--- config.mk ---
export PLATFORM = sky130hd
export DESIGN_NAME = periodic_timer_scheduler_top
export DESIGN_NICKNAME = d
export VERILOG_FILES = /design/src/rtl/ptsched_pkg.sv /design/src/rtl/ptsched_ram.sv /design/src/rtl/ptsched_front.sv /design/src/rtl/ptsched_back.sv /design/src/rtl/periodic_timer_scheduler_top.sv
export SDC_FILE = /design/constraint.sdc
export NUM_CORES = 1
export LEC_CHECK = 0
export ABC_CLOCK_PERIOD_IN_PS = 11870
export BUFFER_PORTS_ARGS = -buffer_cell sky130_fd_sc_hd__buf_2
export CORE_ASPECT_RATIO = 1.4
export CORE_MARGIN = 4
export CORE_UTILIZATION = 60
export CTS_BUF_LIST = sky130_fd_sc_hd__clkbuf_8
export CTS_CLUSTER_SIZE = 8
export DETAILED_ROUTE_END_ITERATION = 16
export PLACE_DENSITY = 0.76
export SYNTH_ARGS = -nofsm -noshare
export SYNTH_HDL_FRONTEND = slang
export SYNTH_SLANG_ARGS = --single-unit
--- constraint.sdc ---
create_clock -name clk_i -period 11.87 [get_ports clk_i]
set_clock_uncertainty 0.15 [all_clocks]
set_input_delay 0 -clock clk_i [delete_from_list [all_inputs] [get_ports clk_i]]
set_output_delay 0 -clock clk_i [all_outputs]
set_load 0.05 [all_outputs]
--- src/rtl/ptsched_pkg.sv ---
// Shared types and constants for the periodic timer scheduler.
// No dependencies; the other rtl files, except ptsched_ram, refer to this package by scoped names.
`timescale 1ns / 1ps
package ptsched_pkg;

  localparam int TIMER_SLOTS  = 16;
  localparam int SLOT_BITS    = (TIMER_SLOTS > 1) ? $clog2(TIMER_SLOTS) : 1;
  localparam int TIME_BITS    = 32;
  localparam int PERIOD_BITS  = 16;
  localparam int SLOT_ID_BITS = 4;
  localparam int RAM_W        = PERIOD_BITS + TIME_BITS;
  localparam int QPTR_BITS    = 1;
  localparam int QUEUE_DEPTH  = 2 ** QPTR_BITS;

  localparam logic [1:0] CMD_TICK   = 2'd0;
  localparam logic [1:0] CMD_ADD    = 2'd1;
  localparam logic [1:0] CMD_REMOVE = 2'd2;

  localparam logic [1:0] STATUS_OK      = 2'd0;
  localparam logic [1:0] STATUS_FULL    = 2'd1;
  localparam logic [1:0] STATUS_NO_SLOT = 2'd2;

  typedef enum logic [1:0] {
    OP_TICK,
    OP_ADD,
    OP_REMOVE,
    OP_NONE
  } op_e;

  typedef struct packed {
    logic [1:0]             cmd;
    logic [PERIOD_BITS-1:0] period_ms;
    logic [3:0]             slot_sel;
  } req_t;

  typedef struct packed {
    logic [SLOT_ID_BITS-1:0] timer_slot;
    logic                    fired;
    logic [1:0]              status;
    logic                    last;
  } res_t;

  typedef struct packed {
    op_e                    op;
    logic [PERIOD_BITS-1:0] period;
    logic [3:0]             sel;
  } job_t;

  typedef struct packed {
    logic valid;
    job_t job;
  } job_chan_t;

  typedef struct packed {
    logic scan;
    logic done;
  } back_stat_t;

endpackage

--- src/rtl/ptsched_ram.sv ---
// Generic simple dual-port RAM: one write port, one read port, registered read.
// No dependencies.
`timescale 1ns / 1ps
module ptsched_ram #(
  parameter int Width = 8,
  parameter int Depth = 16
) (
  input  logic                                     clk_i,
  input  logic                                     we_i,
  input  logic [((Depth > 1) ? $clog2(Depth) : 1)-1:0] waddr_i,
  input  logic [Width-1:0]                         wdata_i,
  input  logic [((Depth > 1) ? $clog2(Depth) : 1)-1:0] raddr_i,
  output logic [Width-1:0]                         rdata_o
);

  logic [Width-1:0] mem_q [Depth];
  logic [Width-1:0] rdata_q;

  always_ff @(posedge clk_i) begin
    if (we_i) begin
      mem_q[waddr_i] <= wdata_i;
    end
    rdata_q <= mem_q[raddr_i];
  end

  assign rdata_o = rdata_q;

endmodule

--- src/rtl/ptsched_front.sv ---
// Front end: accepts command transactions, decodes them and queues them for the back end.
// Depends on ptsched_pkg.
`timescale 1ns / 1ps
module ptsched_front (
  input  logic                  clk_i,
  input  logic                  rst_ni,
  input  logic                  start,
  output logic                  busy,
  input  ptsched_pkg::req_t     req_i,
  input  logic                  pop_i,
  output ptsched_pkg::job_chan_t job_o
);

  ptsched_pkg::job_t                  mem_q [ptsched_pkg::QUEUE_DEPTH];
  logic [ptsched_pkg::QPTR_BITS-1:0]  wr_ptr_q, wr_ptr_d;
  logic [ptsched_pkg::QPTR_BITS-1:0]  rd_ptr_q, rd_ptr_d;
  logic [ptsched_pkg::QPTR_BITS:0]    cnt_q, cnt_d;
  logic                               push;
  logic                               pop;
  ptsched_pkg::job_t                  job_in;

  always_comb begin
    job_in.period = req_i.period_ms;
    job_in.sel    = req_i.slot_sel;
    case (req_i.cmd)
      ptsched_pkg::CMD_TICK:   job_in.op = ptsched_pkg::OP_TICK;
      ptsched_pkg::CMD_ADD:    job_in.op = ptsched_pkg::OP_ADD;
      ptsched_pkg::CMD_REMOVE: job_in.op = ptsched_pkg::OP_REMOVE;
      default:                 job_in.op = ptsched_pkg::OP_NONE;
    endcase
  end

  assign busy = (cnt_q == (ptsched_pkg::QPTR_BITS + 1)'(ptsched_pkg::QUEUE_DEPTH));
  assign push = start && !busy;
  assign pop  = pop_i && (cnt_q != '0);

  always_comb begin
    wr_ptr_d = push ? wr_ptr_q + 1'b1 : wr_ptr_q;
    rd_ptr_d = pop ? rd_ptr_q + 1'b1 : rd_ptr_q;
    cnt_d    = cnt_q;
    if (push && !pop) begin
      cnt_d = cnt_q + 1'b1;
    end else if (pop && !push) begin
      cnt_d = cnt_q - 1'b1;
    end
  end

  always_ff @(posedge clk_i or negedge rst_ni) begin
    if (!rst_ni) begin
      wr_ptr_q <= '0;
      rd_ptr_q <= '0;
      cnt_q    <= '0;
    end else begin
      wr_ptr_q <= wr_ptr_d;
      rd_ptr_q <= rd_ptr_d;
      cnt_q    <= cnt_d;
    end
  end

  always_ff @(posedge clk_i) begin
    if (push) begin
      mem_q[wr_ptr_q] <= job_in;
    end
  end

  assign job_o.valid = (cnt_q != '0);
  assign job_o.job   = mem_q[rd_ptr_q];

endmodule

--- src/rtl/ptsched_back.sv ---
// Back end: timer table, time count, slot scan on tick and the result register.
// Depends on ptsched_pkg and ptsched_ram.
`timescale 1ns / 1ps
module ptsched_back (
  input  logic                   clk_i,
  input  logic                   rst_ni,
  input  ptsched_pkg::job_chan_t job_i,
  output logic                   pop_o,
  output logic                   res_valid_o,
  output ptsched_pkg::res_t      res_o,
  output ptsched_pkg::back_stat_t stat_o
);

  localparam logic [1:0] ST_IDLE = 2'd0;
  localparam logic [1:0] ST_SCAN = 2'd1;
  localparam logic [1:0] ST_DONE = 2'd2;

  localparam int SB = ptsched_pkg::SLOT_BITS;
  localparam int TB = ptsched_pkg::TIME_BITS;
  localparam int PB = ptsched_pkg::PERIOD_BITS;

  logic [1:0]                        state_q, state_d;
  logic [ptsched_pkg::TIMER_SLOTS-1:0] valid_q, valid_d;
  logic [TB-1:0]                     now_q, now_d;
  logic [SB:0]                       idx_q, idx_d;
  logic                              chk_v_q, chk_v_d;
  logic [SB-1:0]                     chk_idx_q, chk_idx_d;
  logic                              pend_v_q, pend_v_d;
  logic [SB-1:0]                     pend_slot_q, pend_slot_d;
  logic                              res_v_q, res_v_d;
  ptsched_pkg::res_t                 res_q, res_d;

  logic                              ram_we;
  logic [SB-1:0]                     ram_waddr;
  logic [ptsched_pkg::RAM_W-1:0]     ram_wdata;
  logic [SB-1:0]                     ram_raddr;
  logic [ptsched_pkg::RAM_W-1:0]     ram_rdata;
  logic [TB-1:0]                     rd_deadline;
  logic [PB-1:0]                     rd_period;

  logic                              free_found;
  logic [SB-1:0]                     free_idx;
  logic                              rm_hit;
  logic [ptsched_pkg::TIMER_SLOTS-1:0] rm_mask;
  logic                              fire;

  ptsched_ram #(
    .Width (ptsched_pkg::RAM_W),
    .Depth (ptsched_pkg::TIMER_SLOTS)
  ) u_table (
    .clk_i   (clk_i),
    .we_i    (ram_we),
    .waddr_i (ram_waddr),
    .wdata_i (ram_wdata),
    .raddr_i (ram_raddr),
    .rdata_o (ram_rdata)
  );

  assign rd_deadline = ram_rdata[TB-1:0];
  assign rd_period   = ram_rdata[ptsched_pkg::RAM_W-1:TB];

  always_comb begin
    free_found = 1'b0;
    free_idx   = '0;
    for (int i = ptsched_pkg::TIMER_SLOTS - 1; i >= 0; i--) begin
      if (!valid_q[i]) begin
        free_found = 1'b1;
        free_idx   = SB'(i);
      end
    end
  end

  always_comb begin
    rm_hit  = 1'b0;
    rm_mask = '0;
    for (int i = 0; i < ptsched_pkg::TIMER_SLOTS; i++) begin
      if (valid_q[i] && (32'(job_i.job.sel) == i)) begin
        rm_hit     = 1'b1;
        rm_mask[i] = 1'b1;
      end
    end
  end

  assign fire = chk_v_q && valid_q[chk_idx_q] && (rd_deadline == now_q);

  always_comb begin
    state_d     = state_q;
    valid_d     = valid_q;
    now_d       = now_q;
    idx_d       = idx_q;
    chk_v_d     = chk_v_q;
    chk_idx_d   = chk_idx_q;
    pend_v_d    = pend_v_q;
    pend_slot_d = pend_slot_q;
    res_v_d     = 1'b0;
    res_d       = res_q;
    pop_o       = 1'b0;
    ram_we      = 1'b0;
    ram_waddr   = chk_idx_q;
    ram_wdata   = {rd_period, rd_deadline + {{(TB - PB){1'b0}}, rd_period}};
    ram_raddr   = idx_q[SB-1:0];

    case (state_q)
      ST_IDLE: begin
        if (job_i.valid) begin
          pop_o = 1'b1;
          case (job_i.job.op)
            ptsched_pkg::OP_ADD: begin
              res_v_d = 1'b1;
              if (free_found) begin
                valid_d[free_idx] = 1'b1;
                ram_we    = 1'b1;
                ram_waddr = free_idx;
                ram_wdata = {job_i.job.period,
                             now_q + {{(TB - PB){1'b0}}, job_i.job.period}};
                res_d = '{timer_slot: ptsched_pkg::SLOT_ID_BITS'(free_idx), fired: 1'b0,
                          status: ptsched_pkg::STATUS_OK, last: 1'b1};
              end else begin
                res_d = '{timer_slot: '0, fired: 1'b0,
                          status: ptsched_pkg::STATUS_FULL, last: 1'b1};
              end
            end
            ptsched_pkg::OP_REMOVE: begin
              res_v_d = 1'b1;
              valid_d = valid_q & ~rm_mask;
              res_d = '{timer_slot: job_i.job.sel, fired: 1'b0,
                        status: rm_hit ? ptsched_pkg::STATUS_OK : ptsched_pkg::STATUS_NO_SLOT,
                        last: 1'b1};
            end
            ptsched_pkg::OP_TICK: begin
              now_d    = now_q + 1'b1;
              idx_d    = '0;
              chk_v_d  = 1'b0;
              pend_v_d = 1'b0;
              state_d  = ST_SCAN;
            end
            default: begin
            end
          endcase
        end
      end
      ST_SCAN: begin
        if (idx_q < (SB + 1)'(ptsched_pkg::TIMER_SLOTS)) begin
          idx_d     = idx_q + 1'b1;
          chk_v_d   = 1'b1;
          chk_idx_d = idx_q[SB-1:0];
        end else begin
          chk_v_d = 1'b0;
        end
        if (fire) begin
          ram_we = 1'b1;
          if (pend_v_q) begin
            res_v_d = 1'b1;
            res_d = '{timer_slot: ptsched_pkg::SLOT_ID_BITS'(pend_slot_q), fired: 1'b1,
                      status: ptsched_pkg::STATUS_OK, last: 1'b0};
          end
          pend_v_d    = 1'b1;
          pend_slot_d = chk_idx_q;
        end
        if (chk_v_q && (chk_idx_q == SB'(ptsched_pkg::TIMER_SLOTS - 1))) begin
          chk_v_d = 1'b0;
          state_d = ST_DONE;
        end
      end
      ST_DONE: begin
        res_v_d = 1'b1;
        if (pend_v_q) begin
          res_d = '{timer_slot: ptsched_pkg::SLOT_ID_BITS'(pend_slot_q), fired: 1'b1,
                    status: ptsched_pkg::STATUS_OK, last: 1'b1};
        end else begin
          res_d = '{timer_slot: '0, fired: 1'b0,
                    status: ptsched_pkg::STATUS_OK, last: 1'b1};
        end
        pend_v_d = 1'b0;
        state_d  = ST_IDLE;
      end
      default: begin
        state_d = ST_IDLE;
      end
    endcase
  end

  always_ff @(posedge clk_i or negedge rst_ni) begin
    if (!rst_ni) begin
      state_q  <= ST_IDLE;
      valid_q  <= '0;
      now_q    <= '0;
      idx_q    <= '0;
      chk_v_q  <= 1'b0;
      pend_v_q <= 1'b0;
      res_v_q  <= 1'b0;
    end else begin
      state_q  <= state_d;
      valid_q  <= valid_d;
      now_q    <= now_d;
      idx_q    <= idx_d;
      chk_v_q  <= chk_v_d;
      pend_v_q <= pend_v_d;
      res_v_q  <= res_v_d;
    end
  end

  always_ff @(posedge clk_i) begin
    chk_idx_q   <= chk_idx_d;
    pend_slot_q <= pend_slot_d;
    res_q       <= res_d;
  end

  assign res_valid_o = res_v_q;
  assign res_o       = res_q;
  assign stat_o.scan = (state_q == ST_SCAN);
  assign stat_o.done = (state_q == ST_DONE);

endmodule

--- src/rtl/periodic_timer_scheduler_top.sv ---
// Top level of the periodic timer scheduler: front end queue plus back end timer table.
// Depends on ptsched_pkg, ptsched_front, ptsched_back and ptsched_ram.
//
// Usage:
//   Command channel: a transaction is taken on a rising edge with start high and busy low.
//   req_i.cmd selects tick, add or remove; period_ms is used by add, slot_sel by remove.
//   Commands wait in a two-entry queue; busy is high while that queue is full.
//   Result channel: every report sits on res_o for one cycle with res_valid_o high.
//   The receiver cannot stall; reports are never held back or repeated.
//   Add and remove: one report, registered in the cycle after the back end takes the command.
//   Tick: a scan of all 16 slots through the timer table RAM, one slot read per cycle;
//   one report per expired slot in ascending order, last marked, or a single no-expiry report.
//   Sustained rate: one add or remove per cycle while no tick scan runs; a tick holds off all commands.
//   Unused command code: taken and dropped, no report.
//   Reset: clears the time count, all slot valid bits and the queue; the table RAM
//   is not cleared, entries are written by add before use.
`timescale 1ns / 1ps
module periodic_timer_scheduler_top (
  input  logic              clk_i,
  input  logic              rst_ni,
  input  logic              start,
  output logic              busy,
  input  ptsched_pkg::req_t req_i,
  output logic              res_valid_o,
  output ptsched_pkg::res_t res_o
);

  ptsched_pkg::job_chan_t  job;
  logic                    pop;
  ptsched_pkg::back_stat_t stat;

  ptsched_front u_front (
    .clk_i  (clk_i),
    .rst_ni (rst_ni),
    .start  (start),
    .busy   (busy),
    .req_i  (req_i),
    .pop_i  (pop),
    .job_o  (job)
  );

  ptsched_back u_back (
    .clk_i       (clk_i),
    .rst_ni      (rst_ni),
    .job_i       (job),
    .pop_o       (pop),
    .res_valid_o (res_valid_o),
    .res_o       (res_o),
    .stat_o      (stat)
  );

  a_pop_needs_job : assert property (@(posedge clk_i) disable iff (!rst_ni)
    pop |-> job.valid && !stat.scan && !stat.done)
    else $error("back end took a transaction from an empty queue or while scanning");

  a_fire_from_scan : assert property (@(posedge clk_i) disable iff (!rst_ni)
    res_valid_o && res_o.fired |-> $past(stat.scan || stat.done))
    else $error("expiry report outside a tick scan");

  a_scan_ends_once : assert property (@(posedge clk_i) disable iff (!rst_ni)
    stat.done |=> res_valid_o && res_o.last && !stat.scan && !stat.done)
    else $error("tick scan ended without a final report");

  a_single_report_last : assert property (@(posedge clk_i) disable iff (!rst_ni)
    res_valid_o && !res_o.fired |-> res_o.last &&
      (res_o.status == ptsched_pkg::STATUS_OK || res_o.status == ptsched_pkg::STATUS_FULL ||
       res_o.status == ptsched_pkg::STATUS_NO_SLOT))
    else $error("non-expiry report not marked last");

endmodule

# After elaboration in Yosys (flattened, before gate mapping)
# Memories as Yosys holds them, arrays and structs flattened. A register that Yosys moved wholly into a read port is not among the register bits.
# Cells that the tools add are included.
[word_totals]
ff_bits = 78
ramBits = 812
in_bits = 25
output_inout_bits = 10
word_cells = 230
mem_count = 2
[op_classes]
addsub = 8
order_cmp = 4
n_eq_ne = 32
mux = 119
n_bitwise = 3
reduce_logical = 46
[memory_table]
columns = ["name", "depth", "word_bits", "rd", "rd_clocked_by_memory_dff", "write_ports", "line", "source"]
rows = [
  ["u_back.u_table.mem_q", 16, 48, 1, 1, 1, "ptsched_ram.sv:16", "logic [Width-1:0] mem_q [Depth];"],
  ["u_front.mem_q", 2, 22, 1, 0, 1, "ptsched_front.sv:14", "ptsched_pkg::job_t mem_q [ptsched_pkg::QUEUE_DEPTH];"],
]
[op_table]
columns = ["cell", "count"]
rows = [
  ["48-bit two-way mux", 4],
  ["4-bit two-way mux", 20],
  ["1-bit two-way mux", 68],
  ["32-bit by 16-bit adder with 32-bit output", 2],
  ["8-bit two-way mux", 5],
  ["4-bit == test (second input constant)", 9],
  ["32-bit by 1-bit adder with 32-bit output (second input constant)", 1],
  ["32-bit == test", 1],
  ["16-bit one-hot mux with 2 select lines", 1],
  ["1-bit logical AND", 24],
  ["8-bit one-hot mux with 3 select lines", 1],
  ["16-bit AND", 1],
  ["4-bit by 3-bit == test with 1-bit output (second input constant)", 4],
  ["16-bit two-way mux", 1],
  ["16-bit inverter", 1],
  ["16-bit OR", 1],
  ["8-bit one-hot mux with 2 select lines", 1],
  ["5-bit two-way mux", 3],
  ["2-bit two-way mux", 6],
  ["4-bit AND reduction", 3],
  ["4-bit by 5-bit < comparator with 1-bit output (second input constant)", 2],
  ["2-bit by 1-bit inequality test with 1-bit output (second input constant)", 5],
  ["5-bit one-hot mux with 2 select lines", 1],
  ["3-bit AND reduction", 3],
  ["26 further kinds", 44],
]

# Longest topological paths before layout
[logic_depth]
ltp_word = 23
mapped_depth = 13
ltp_nobuf = 11

# Hierarchy
# A second synthesis with hierarchy kept.
[unflattened]
cells_unflattened = 2133
hier_area_um2 = 38286.7
[modules_own_cells]
columns = ["mod", "n_inst", "cells_per_inst", "area_each_um2"]
rows = [
  ["ptsched_ram", 1, 1242, 29691.0],
  ["ptsched_back", 1, 802, 6796.5],
  ["ptsched_front", 1, 89, 1799.2],
]

# Least setup slack after synthesis
# OpenSTA, ideal clock, no wires.
[synth_timing]
path_kind = "reg2reg"
from = "reg u_front.rd_ptr_q"
to = "mem u_back.u_table.mem_q[14][0] in the netlist's numbering, enable pin"
arrival_ns = 5.371
setup_slack_ns = 5.879
path_stages_with_launch = 12
n_path_buf = 5
period_less_slack_ns = 5.991
path_cell_list = "dfrtp_1 -> clkbuf_1 -> buf_1 -> buf_1 -> mux2i_1 -> ha_1 -> nand2_1 -> nor2_1 -> clkbuf_1 -> buf_1 -> nand3_1 -> a21oi_1"
[synth_via]
elab_chain_cells = 7
[synth_lines]
columns = ["item", "line", "source"]
rows = [
  ["start, declared", "ptsched_front.sv:16", "logic [ptsched_pkg::QPTR_BITS-1:0] rd_ptr_q, rd_ptr_d;"],
  ["start signal, assigned", "ptsched_front.sv:55", "rd_ptr_q <= rd_ptr_d;"],
  ["memory 2 x 22 bit *", "n/a", ""],
  ["2-bit by 1-bit == test with 1-bit output *", "ptsched_back.sv:107", "case (job_i.job.op)"],
  ["1-bit two-way mux", "ptsched_back.sv:107", ""],
  ["1-bit two-way mux", "ptsched_back.sv:105", "if (job_i.valid) begin"],
  ["1-bit one-hot mux with 2 select lines", "ptsched_back.sv:103", "case (state_q)"],
  ["1-bit two-way mux", "ptsched_ram.sv:20", "if (we_i) begin"],
  ["1-bit two-way mux (implied by the code)", "ptsched_ram.sv:21", "mem_q[waddr_i] <= wdata_i;"],
  ["end, declared", "ptsched_ram.sv:16", ""],
]
# Every way passes the cells marked *; elsewhere a longest branch is shown, timed or not.

# Worst setup path in the final report
[layout_timing]
from = "reg u_back.valid_q[0] in the netlist's numbering"
to = "mem u_back.u_table.mem_q[6][17] in the netlist's numbering, enable pin"
[layout_via]
elab_chain_cells = 8
[layout_lines]
columns = ["item", "line", "source"]
rows = [
  ["start, declared", "ptsched_back.sv:23", "logic [ptsched_pkg::TIMER_SLOTS-1:0] valid_q, valid_d;"],
  ["start signal, assigned", "ptsched_back.sv:194", "valid_q <= valid_d;"],
  ["1-bit binary-select mux with 4-bit select", "ptsched_back.sv:84", "assign fire = chk_v_q && valid_q[chk_idx_q] && (rd_deadline == now_q);"],
  ["1-bit two-way mux (implied by the code)", "ptsched_back.sv:84", ""],
  ["1-bit logical AND (2 in series)", "ptsched_back.sv:84", ""],
  ["1-bit two-way mux", "ptsched_back.sv:150", "if (fire) begin"],
  ["1-bit one-hot mux with 2 select lines", "ptsched_back.sv:103", ""],
  ["1-bit two-way mux", "ptsched_ram.sv:20", ""],
  ["1-bit two-way mux (implied by the code)", "ptsched_ram.sv:21", ""],
]
# Several ways; a longest one is shown, not always the timed one. The select of a mux whose other input is x is not followed.

==> results.py <==
metrics = {
    "clock_tree": {
        "cts-buffers-inserted": 142,
        "cts_tree": "yes",
        "cts_setup_buffers": 0,
        "clk-insertion-delay-late_ns": 0.80,
        "htree_levels": 4,
        "cts_buffer_depth": 3,
        "clock_sinks": 938,
        "clockRootBuffer": "clkbuf_8",
        "cts.clk_slew.worst_paths_ns": 0.07,
    },
    "drt": {
        "drtIter0Drc": 2219,
        "first_pass_iters": 6,
        "wl_um": 89700,
        "wl_per_cell_um": 28.6,
        "drc": 0,
        "vias": 20297,
        "ant_nets": 0,
        "drt-vias-per-instance": 6.46,
    },
    "critical_path": {
        "crit_required_ns": 12.13,
        "arrival_ns": 5.56,
        "critPathMaxFanout": 31,
        "path_class": "flop to flop",
        "start_kind": "flop",
        "cp-end-kind": "flop",
    },
    "sta": {
        "period_share_pct": 44.7,
        "drv_slew": 0,
        "worst_slew_pin_slew_ns": 1.35,
        "hold_viol_final": 0,
        "finalSetupTns_ns": 0,
        "rsz0062_at_grt": "no",
        "timing.max_slew.rel_slack_pct": 9.58,
        "timing.fmax_ghz": 0.189,
        "period_minus_slack_ns": 5.30,
        "setup_violations": 0,
    },
    "logic_synthesis": {
        "yosys-top-cells-area": "edfxtp_1 (65%), mux4_2 (14%), dfrtp_1 (4.0%)",
        "syn_area_per_cell_sq_um": 18.8,
        "synth_top_area_share_pct": 64.7,
        "synth_top_cell_by_area": "edfxtp_1",
        "ys_ff_latch": 938,
        "synth_area_sq_um": 38400,
        "synth_edf_count": 828,
        "synth_async_sr_flop_share_pct": 6.61,
        "syn_nets": 2108,
        "synth_cell_types": 70,
        "ys.flop_type": "edfxtp_1",
        "yosysWarnings": 0,
        "syn_inst": 2038,
        "yosysSeqAreaShare_pct": 71.3,
    },
    "placement": {
        "place_congestion": 0.928,
        "dp_hpwl_um": 51800,
        "portBuffers": 34,
    },
    "global_route": {
        "antenna_found_initial": 4,
        "grt_pass1_vias": 20996,
        "grt_max_degree": 70,
        "grt_first_pass_wirelength_um": 134000,
        "grt.total_usage_pct": 26.8,
        "gr-total-overflow": 0,
    },
    "power_and_ir_drop": {
        "pwr_density_cell_nw_per_um2": 265,
        "p_leak_nw": 14.1,
        "ir_drop_mv": 0.274,
        "finalPower_mw": 11.3,
    },
    "min_path": {
        "min_path_type": "primary input to flop",
    },
    "cells_and_area": {
        "finish.net_count": 2275,
        "final_common_cell": "edfxtp_1",
        "fillerInstances": 4147,
        "drive_above_1_share_pct": 24.1,
        "final_cell_mix": "edfxtp_1 (828), mux4_2 (245), clkbuf_8 (148), inv_1 (106), nand2_1 (77)",
        "area_delta_synth_final_pct": 11.1,
    },
    "floorplanning": {
        "dieArea_sq_um": 68200,
        "io-pin-count": 35,
        "die_w_um": 222,
        "core_area_sq_um": 63300,
        "start_util_pct": 60.7,
        "row_count": 109,
        "dieHeight_um": 307,
    },
    "run_status": {
        "status": "finished clean",
    },
    "job": {
        "drv_cap": 0,
    },
}
==> per-stage QoR <==
stage / hold slack [ns] / setup slack, ns / std cells / util (%) / cell area [sq um]
6_report: 0.325 / 6.57 / 3142 / 67.5 / 42700
3_3_place_gp: 0.0408 / 6.75 / 2842 / 62.7 / 39700
3_5_place_dp: 0.0436 / 6.68 / 2842 / 62.7 / 39700
2_1_floorplan: -0.446 / 5.88 / 2038 / - / 38400
5_1_grt: 0.289 / 6.40 / 3139 / 67.4 / 42700
4_1_cts: 0.231 / 6.64 / 3135 / 67.4 / 42600
==> per-layer routing <==
metal | track usage (%) | vias up | part of all wire [%]
li1 | - | 8598 | -
met1 | 34.6 | 10590 | 38
met2 | 45.2 | 900 | 51
met3 | 5.73 | 209 | 6.7
met4 | 10.8 | 0 | 4.2
met5 | 0 | - | 0
==> cell families after synthesis <==
group	synth area share, %
flops	71.3
mux	16.1
simple gates	3.80
compound gates	3.26
buf+inv	1.26
xor+xnor	2.76
fa+ha+maj	1.50
==> worst paths after layout <==
kind	startpoint	endpoint	cells after the start	slack (ns)
worst min register to register	u_front.wr_ptr_q$_DFFE_PN0P_	u_front.wr_ptr_q$_DFFE_PN0P_	1	0.38
min in group asynchronous	rst_ni	u_back.valid_q[10]$_DFFE_PN0P_	4	0.34
worst max register to register	u_back.valid_q[0]$_DFFE_PN0P_	u_back.u_table.mem_q[6][17]$_DFFE_PP_	6	6.57
worst max-delay path	u_back.valid_q[0]$_DFFE_PN0P_	u_back.u_table.mem_q[6][17]$_DFFE_PP_	6	6.57
max in group asynchronous	rst_ni	u_back.idx_q[1]$_DFFE_PN0P_	4	10.50
worst min-delay path	start	u_front.mem_q[1][21]$_DFFE_PP_	4	0.33
==> cell type report <==
cell class | instances | area [sq um] | area share (%)
antenna | 4 | 10.0 | 0.0234
clock buffer | 148 | 2040 | 4.77
clock inverter | 97 | 450 | 1.06
inverter | 27 | 101 | 0.237
multi-input combinational | 975 | 10700 | 25.1
sequential | 938 | 27400 | 64.2
tap | 832 | 1040 | 2.44
timing repair buffer | 121 | 941 | 2.20
==> state kept, by name (all words and copies together) (netlist names), 4 cells and up <==
name,cells
u_back.idx_q,5
u_back.chk_idx_q,4
u_back.res_o,8
u_back.pend_slot_q,4
u_front.mem_q,44
u_back.u_table.rdata_o,48
u_back.now_q,32
u_back.valid_q,16
u_back.u_table.mem_q,768
==> timing repair <==
item / 4_1_cts / 5_1_grt
hold buffers: 48 / 0
gates resized for setup: 0 / 0
hold endpoints to repair: 153 / 0
==> report_power, final <==
part | internal (mW) | leakage (nW) | switching [mW]
registers | 4.99 | 8.71 | 0.327
logic | 1.29 | 3.87 | 2.33
clock network | 1.18 | 1.56 | 1.19
total | 7.45 | 14.1 | 3.85
==> worst max-delay path, stage by stage, from the launching register on <==
cell	delay (ns)
dfrtp_1	0.49
nand4_1	0.28
nor4_1	0.95
or2_2	0.87
nand3_1	0.56
a21oi_4	0.96
buf_4	0.63
==> synthesized netlist by cell type (8+ instances only) <==
master,number
nand3_1,33
a21oi_1,62
mux4_2,245
mux2i_1,29
nand2_1,77
dfxtp_1,48
nor3b_1,9
nor4_1,8
dfrtp_1,62
buf_1,28
nor3_1,19
and3_1,9
clkbuf_1,62
o21ai_0,71
ha_1,43
mux2_2,35
nand2b_1,10
inv_1,27
xor2_1,54
nor2_1,69
o211ai_1,11
nand4_1,28
xnor2_1,65
edfxtp_1,828
(Power assumes the default switching activity.)
